[src/hdl/text_console_cell_writer_top_defines.svh]
// Assertion macros shared by the console cell writer modules.
// Each macro expects signals named clk and rst in the using module.
`ifndef TEXT_CONSOLE_CELL_WRITER_TOP_DEFINES_SVH
`define TEXT_CONSOLE_CELL_WRITER_TOP_DEFINES_SVH

// A condition that must hold at every clock edge out of reset.
`define TCCW_ASSERT_HOLDS(label, cond, msg) \
  label: assert property (@(posedge clk) disable iff (rst) (cond)) else $error(msg);

// A condition that forces a consequence in the same cycle.
`define TCCW_ASSERT_IMPLIES(label, ante, cons, msg) \
  label: assert property (@(posedge clk) disable iff (rst) (ante) |-> (cons)) else $error(msg);

// A condition that forces a consequence in the next cycle.
`define TCCW_ASSERT_NEXT(label, ante, cons, msg) \
  label: assert property (@(posedge clk) disable iff (rst) (ante) |=> (cons)) else $error(msg);

`endif

[src/hdl/tccw_pkg.sv]
// Shared types and constants for the text console cell writer.
// No dependencies; used by every module of the block except tccw_ram.
package tccw_pkg;

  // Default screen geometry.
  localparam int COLUMNS_DEF = 80;
  localparam int ROWS_DEF    = 25;

  // Field widths of the item and result ports.
  localparam int KIND_W    = 2;
  localparam int CHAR_W    = 8;
  localparam int INDEX_W   = 11;
  localparam int DATA_W    = 16;
  localparam int POS_W     = 11;
  localparam int COL_OUT_W = 7;
  localparam int ROW_OUT_W = 5;
  localparam int ATTR_W    = 8;

  // Depth of the command queue between front and back.
  localparam int CMD_DEPTH = 2;

  // Item kinds.
  localparam logic [KIND_W-1:0] KIND_PUT   = 2'd0;
  localparam logic [KIND_W-1:0] KIND_CLEAR = 2'd1;
  localparam logic [KIND_W-1:0] KIND_READ  = 2'd2;
  localparam logic [KIND_W-1:0] KIND_NONE  = 2'd3;

  // Character codes and cell constants.
  localparam logic [CHAR_W-1:0] CH_NEWLINE   = 8'h0A;
  localparam logic [CHAR_W-1:0] CH_RETURN    = 8'h0D;
  localparam logic [CHAR_W-1:0] CH_BACKSPACE = 8'h08;
  localparam logic [CHAR_W-1:0] BLANK_CHAR   = 8'h20;
  localparam logic [ATTR_W-1:0] RESET_ATTR   = 8'h0F;

  // Operations decoded by the front part.
  typedef enum logic [2:0] {
    OP_PUT,
    OP_NEWLINE,
    OP_RETURN,
    OP_BACKSPACE,
    OP_CLEAR,
    OP_READ,
    OP_NONE
  } op_t;

  // One classified command in the queue.
  typedef struct packed {
    op_t                op;
    logic [CHAR_W-1:0]  char_code;
    logic [INDEX_W-1:0] cell_index;
  } cmd_t;

  // Handshake from the back part to the front part.
  typedef struct packed {
    logic take;
    logic init_busy;
  } back_status_t;

  // Back part sequencer states.
  typedef enum logic [2:0] {
    ST_SWEEP,
    ST_IDLE,
    ST_READ,
    ST_SCROLL,
    ST_DRAIN
  } state_t;

endpackage

[src/hdl/tccw_front.sv]
// Front part: classifies input items into commands and queues them.
// Depends on tccw_pkg and the assertion macro header.
`include "text_console_cell_writer_top_defines.svh"

module tccw_front (
  input  logic                           clk,
  input  logic                           rst,
  input  logic                           push,
  output logic                           full,
  input  logic [tccw_pkg::KIND_W-1:0]    kind,
  input  logic [tccw_pkg::CHAR_W-1:0]    char_code,
  input  logic [tccw_pkg::INDEX_W-1:0]   cell_index,
  output logic                           cmd_valid,
  output tccw_pkg::cmd_t                 cmd,
  input  tccw_pkg::back_status_t         status
);

  localparam int AW = $clog2(tccw_pkg::CMD_DEPTH);

  tccw_pkg::cmd_t queue [tccw_pkg::CMD_DEPTH];
  logic [AW-1:0]  wr_ptr;
  logic [AW-1:0]  rd_ptr;
  logic [AW:0]    count;
  tccw_pkg::cmd_t classified;
  logic           accept;

  // Decode the item kind and control characters into an operation.
  always_comb begin
    classified.char_code  = char_code;
    classified.cell_index = cell_index;
    unique case (kind)
      tccw_pkg::KIND_PUT: begin
        if (char_code == tccw_pkg::CH_NEWLINE) begin
          classified.op = tccw_pkg::OP_NEWLINE;
        end else if (char_code == tccw_pkg::CH_RETURN) begin
          classified.op = tccw_pkg::OP_RETURN;
        end else if (char_code == tccw_pkg::CH_BACKSPACE) begin
          classified.op = tccw_pkg::OP_BACKSPACE;
        end else begin
          classified.op = tccw_pkg::OP_PUT;
        end
      end
      tccw_pkg::KIND_CLEAR: classified.op = tccw_pkg::OP_CLEAR;
      tccw_pkg::KIND_READ:  classified.op = tccw_pkg::OP_READ;
      tccw_pkg::KIND_NONE:  classified.op = tccw_pkg::OP_NONE;
      default:              classified.op = tccw_pkg::OP_NONE;
    endcase
  end

  // No item is taken while the screen store is being cleared after reset.
  assign full      = (count == (AW+1)'(tccw_pkg::CMD_DEPTH)) || status.init_busy;
  assign accept    = push && !full;
  assign cmd_valid = (count != '0);
  assign cmd       = queue[rd_ptr];

  // Queue storage.
  always_ff @(posedge clk) begin
    if (accept) begin
      queue[wr_ptr] <= classified;
    end
  end

  // Queue pointers and fill count.
  always_ff @(posedge clk) begin
    if (rst) begin
      wr_ptr <= '0;
      rd_ptr <= '0;
      count  <= '0;
    end else begin
      if (accept) begin
        wr_ptr <= (wr_ptr == AW'(tccw_pkg::CMD_DEPTH - 1)) ? '0 : wr_ptr + 1'b1;
      end
      if (status.take) begin
        rd_ptr <= (rd_ptr == AW'(tccw_pkg::CMD_DEPTH - 1)) ? '0 : rd_ptr + 1'b1;
      end
      if (accept && !status.take) begin
        count <= count + 1'b1;
      end else if (!accept && status.take) begin
        count <= count - 1'b1;
      end
    end
  end

  // Queue consistency checks.
  `TCCW_ASSERT_HOLDS(a_count_range, count <= (AW+1)'(tccw_pkg::CMD_DEPTH), "command queue overfilled")
  `TCCW_ASSERT_IMPLIES(a_take_nonempty, status.take, cmd_valid, "command taken from an empty queue")
  `TCCW_ASSERT_NEXT(a_push_fills, accept && !status.take, cmd_valid, "accepted transaction lost in queue")

endmodule

[config.mk]
export PLATFORM = sky130hd
export DESIGN_NAME = tccw_front
export DESIGN_NICKNAME = d
export VERILOG_FILES = /design/src/hdl/tccw_pkg.sv /design/src/hdl/tccw_front.sv
export VERILOG_INCLUDE_DIRS = /design/src /design/src/hdl
export SDC_FILE = /design/constraint.sdc
export NUM_CORES = 1
export LEC_CHECK = 0
export BUFFER_PORTS_ARGS = -buffer_cell sky130_fd_sc_hd__buf_2
export CORE_ASPECT_RATIO = 0.75
export CORE_UTILIZATION = 55
export CTS_CLUSTER_DIAMETER = 40
export DETAILED_ROUTE_END_ITERATION = 16
export GPL_TIMING_DRIVEN = 0
export HOLD_SLACK_MARGIN = 0.05
export PLACE_DENSITY_LB_ADDON = 0.05
export RECOVER_POWER = 25
export SYNTH_ARGS = -nofsm -noshare
export SYNTH_HDL_FRONTEND = slang
export SYNTH_SLANG_ARGS = --single-unit
[constraint.sdc]
create_clock -name clk -period 3.47 [get_ports clk]
set_input_delay 0.1735 -clock clk [delete_from_list [all_inputs] [get_ports clk]]
set_output_delay 0.1735 -clock clk [all_outputs]
set_load 0.01 [all_outputs]
* After elaboration in Yosys (flattened, before gate mapping)
Memory sizes are Yosys's and may differ from the RTL's. A register that Yosys moved wholly into a read port is not among the register bits.
Cells that the tools add are included.
** Word-level totals
- Word-level logic and storage cells :: 37
- Memory bits (read-only) :: 0
- Memories kept :: 1
- Bits in writable memories :: 44
- Latch bits :: 0
- Register bits :: 4
** Memories
- queue :: words 2, width 22, read ports 1, clocked after memory_dff 1, wr ports 1, line tccw_front.sv:20 : tccw_pkg::cmd_t queue [tccw_pkg::CMD_DEPTH];
** Cells by class
- $add $sub $neg :: 4
- Multipliers :: 0
- Reductions and logical operators :: 10
- Bitwise gates (word level) :: 0
- Divide/modulo/power cells :: 0
- Shift-type cells :: 0
- Multiplexer cells :: 12
- Eq/ne operators :: 7
- Order comparisons :: 0
** Operator list (count)
- == test 8 x 4 -> 1 bit (second input constant) :: 3
- one-hot mux 3 bit (4 select lines) :: 1
- 2-to-1 mux 2 bit :: 5
- == test 2 bit (second input constant) :: 3
- 2-to-1 mux 1 bit :: 6
- nonzero test 2 bit :: 2
- logical AND 1 bit :: 3
- zero test 1 bit :: 3
- adder 1 bit (second input constant) :: 2
- adder 2 x 1 -> 2 bit (second input constant) :: 1
- == test 2 x 1 -> 1 bit (second input constant) :: 1
- zero test 2 bit :: 1
- subtractor 2 x 1 -> 2 bit (second input constant) :: 1
- logical OR 1 bit :: 1

* Depth between registers and ports, before layout
- Depth in word-level cells :: 8
- Mapped depth :: 6
- Gate-level depth less buffers :: 6

* Worst setup path before layout
Ideal clock, no wire load.
- Path type :: register -> register
- Start point :: reg count[1]
- End point :: mem queue[0][0] (netlist name), enable pin
- Arrival :: 1728 ps
- Data required time :: 3067 ps
- Setup time :: 403 ps
- Path buffers :: 0
- Path slack :: 1339 ps
- Cell stages (with the launch flop) :: 4
- Cell sequence :: dfxtp_1 nor2b_2 nor3b_4 nor2b_1
** On the way
- Longest elaborated chain between the ends :: 6
** Ends and longest elaborated chain
- start: declaration :: line tccw_front.sv:23 : logic [AW:0] count;
- start signal: assignment :: line tccw_front.sv:77 : count <= count + 1'b1;
- start signal: assignment :: line tccw_front.sv:79 : count <= count - 1'b1;
- == test 2 bit :: line tccw_front.sv:51 : assign full = (count == (AW+1)'(tccw_pkg::CMD_DEPTH)) || status.init_busy;
- logical OR 1 bit :: line tccw_front.sv:51
- zero test 1 bit :: line tccw_front.sv:52 : assign accept = push && !full;
- logical AND 1 bit :: line tccw_front.sv:52
- 2-to-1 mux 1 bit :: line tccw_front.sv:58 : if (accept) begin
- 2-to-1 mux 1 bit (not written as such) :: line tccw_front.sv:59 : queue[wr_ptr] <= classified;
- end: declaration :: line tccw_front.sv:20
No other way between the ends.

* Final worst setup path
- Start point :: reg count[0]
- End point :: mem queue[1][21] (netlist name), enable pin
Same word-level chain as after synthesis.

==> results by group <==
Synthesis
  • Register area share after synthesis: 0.7558
  • Cell Area, Synth: about 1900 µm²
  • Syn avg cell area: 18.44 µm²
  • Synth warn: 0
  • Gate Count Post-Synth: 102
  • Leading area contributor after synthesis: edfxtp_1
  • Largest cells by area after synthesis: edfxtp_1, mux2_2, dfxtp_1
  • Syn_nets: between 100 and 150
  • Synth cell types: 24
  • Post-synthesis register bit count: 49
  • Synth top area share: 0.7026

Placed design
  • GPL Wtd Cong: approximately 0.75
  • Pre-CTS setup slack: 1472 ps
  • PortBufs: 49
  • Placed wire-length estimate: 1993 µm

Layout
  • Most frequent cells in the layout: edfxtp_1, buf_2, mux2_2
  • # diodes: 0
  • Most common cell after layout, fill and taps aside: edfxtp_1
  • Share of post-route cells with drive strength above 1: 0.4518
  • P&R area growth vs syn: 24.68%
  • Utilization after layout: 0.7602
  • Fin nets: 192

GRT
  • Largest net degree at the start of global routing: 23
  • Initial antenna violation count: 0
  • GRT Overall Usage: 0.1797
  • Grt ovf: 0
  • First-pass GRT wire length: 4705 µm
  • Vias in the first global route: roughly 1000

Worst setup path
  • Data arrival, critical path: 1900 ps
  • Crit path kind: reg -> reg
  • CP max stage delay: 880 ps
  • Worst r2r src: count[0]$_SDFFE_PP0P_
  • Cells along the critical path: nor2b_2, nor3b_4, and2_1
  • Crit path max-delay cell type: and2_1
  • CP startpoint kind: flop
  • Crit path max fanout: 22
  • Critical path endpoint category: flop
  • CP required: roughly 3400 ps
  • Critical Path Source: count[0]$_SDFFE_PP0P_

CTS
  • Clk slew on worst S/H paths: roughly 80 ps
  • TritonCTS clock tree: done
  • Num CTS Buffers: 5
  • Clock Latency Late Sink: approximately 290 ps
  • Cts repair resizes: 0
  • Deepest clock path buffer count: 2
  • Htree depth: 2
  • Hold_buf cts: 0
  • CTS Sinks: 49
  • Root Buffer: clkbuf_8
  • # Post-CTS Setup Buffers: 0

STA
  • Final WS setup: roughly 1500 ps
  • Final setup vio count: 0
  • Max Freq: 0.5043 GHz
  • Final period utilization: 0.5715
  • Tmin final: 1983 ps
  • Pins over their slew limit: 0
  • Worst Skew: 4.344 ps
  • Setup TNS Final: 0 ps
  • Final Hold Viols: 0
  • RSZ-0062 raised after global routing: no
  • Worst slew pin tran: 1074 ps
  • Slew headroom: 0.2838

Floorplan
  • # rows: 17
  • Die width: between 60 and 70 µm
  • Die ar.: 3660 µm²
  • Io pins: 50
  • Core box area: roughly 3000 µm²
  • Starting density of the core: 0.6097
  • Die height: 52.64 µm

Drt
  • Final ANT Viol Nets: 0
  • Pre-antenna DRT Iters: 4
  • Vias per Instance: 5.255
  • Via count: 1072
  • Iter 0 DRT Violations: 56
  • Final wirelength: 3064 µm
  • Post-DR wirelength/cell: 15.02 µm
  • Drt drc: 0

Power and ir drop
  • Leakage: 0.8731 nW
  • PwrDens: 526.9 nW/µm²
  • Maximum vdd drop: 0.3772 mV

Worst hold path
  • Hold Startpoint: cell_index[10]
  • Min-delay worst type: in -> reg

Run status
  • Status: finished, final reports clean

Run
  • Max cap viols: 0
==> metal layers <==
| layer | vias up | track usage | share of wire |
|---|---|---|---|
| met5 | - | 0 | 0 |
| met2 | 40 | 0.2848 | 0.45 |
| li1 | 520 | - | - |
| met1 | 506 | 0.2221 | 0.46 |
| met3 | 6 | 0.06346 | 0.079 |
| met4 | 0 | 0.09184 | 0.015 |
==> flip-flops by register name (all words and copies together) (netlist names), named ones only <==
signal	cells
rd_ptr	1
queue	44
wr_ptr	1
count	2
==> stage by stage <==
step | hold slack [ps] | instance area, µm² | cells | total power, mW
4_1_cts | 53.45 | 2297 | 198 | 1.244
3_5_place_dp | 366.7 | 2191 | 190 | 0.8625
2_1_floorplan | 242.6 | 1881 | 102 | 0.7945
3_3_place_gp | 360.3 | 2173 | 189 | 0.8524
5_1_grt | 50.20 | 2345 | 204 | 1.291
6_report | 65.22 | 2345 | 204 | 1.236
==> logic make-up (layout without fill, tap and decap cells) <==
logic type / after synthesis / after routing / share of synthesized area
flip-flops: 49 / 49 / 0.7558
multiplexers: 23 / 23 / 0.1377
AND/OR/NAND/NOR: 18 / 18 / 0.06122
AO/OA/AOI/OAI: 4 / 4 / 0.01264
XOR/XNOR: 4 / 4 / 0.01863
buffers and inverters: 3 / 67 / 0.007317
adder cells (fa/ha/maj): 1 / 1 / 0.006652
==> report_power, final <==
part / internal (mW) / leakage, nW / switching [mW]
Clock: 0.213 / 0.0528 / 0.171
Sequential: 0.677 / 0.444 / 0.0118
Combinational: 0.0809 / 0.376 / 0.0814
Total: 0.971 / 0.873 / 0.265
==> Yosys cell counts (all sizes together) <==
cell	count
nand2	1
or2	3
edfxtp	44
nor3	1
nor2	5
dfxtp	5
o41ai	1
a21oi	2
nor3b	1
or3	1
and2	1
xor2	3
inv	1
mux2	23
xnor2	1
nor4b	1
ha	1
nor2b	3
buf	2
nand3b	1
o21ai	1
==> worst max-delay path: cells and delay by family (launching register included) <==
family	cells	cell delay [ps]
flops	1	420
simple gates	3	1180
==> worst paths after layout <==
path                                                to  slack [ps]  cells past startpoint
worst min register to register                    flop         530                      2
worst max-delay path            queue[1][21]$_DFFE_PP_        1490                      3
worst max register to register  queue[1][21]$_DFFE_PP_        1490                      3
worst min-delay path            queue[0][10]$_DFFE_PP_          70                      1
==> final cells by class <==
cell class              count  area [µm²]
plain buffers               2       10.01
fillers                   192       739.5
inverters                   1       3.754
multi-input cells          50       447.9
flip-flops and latches     49        1421
repair buffers             56       307.8
well taps                  38       47.55
clock inverters             2       33.78
clock buffers               6       72.57
(Power assumes the default switching activity.)
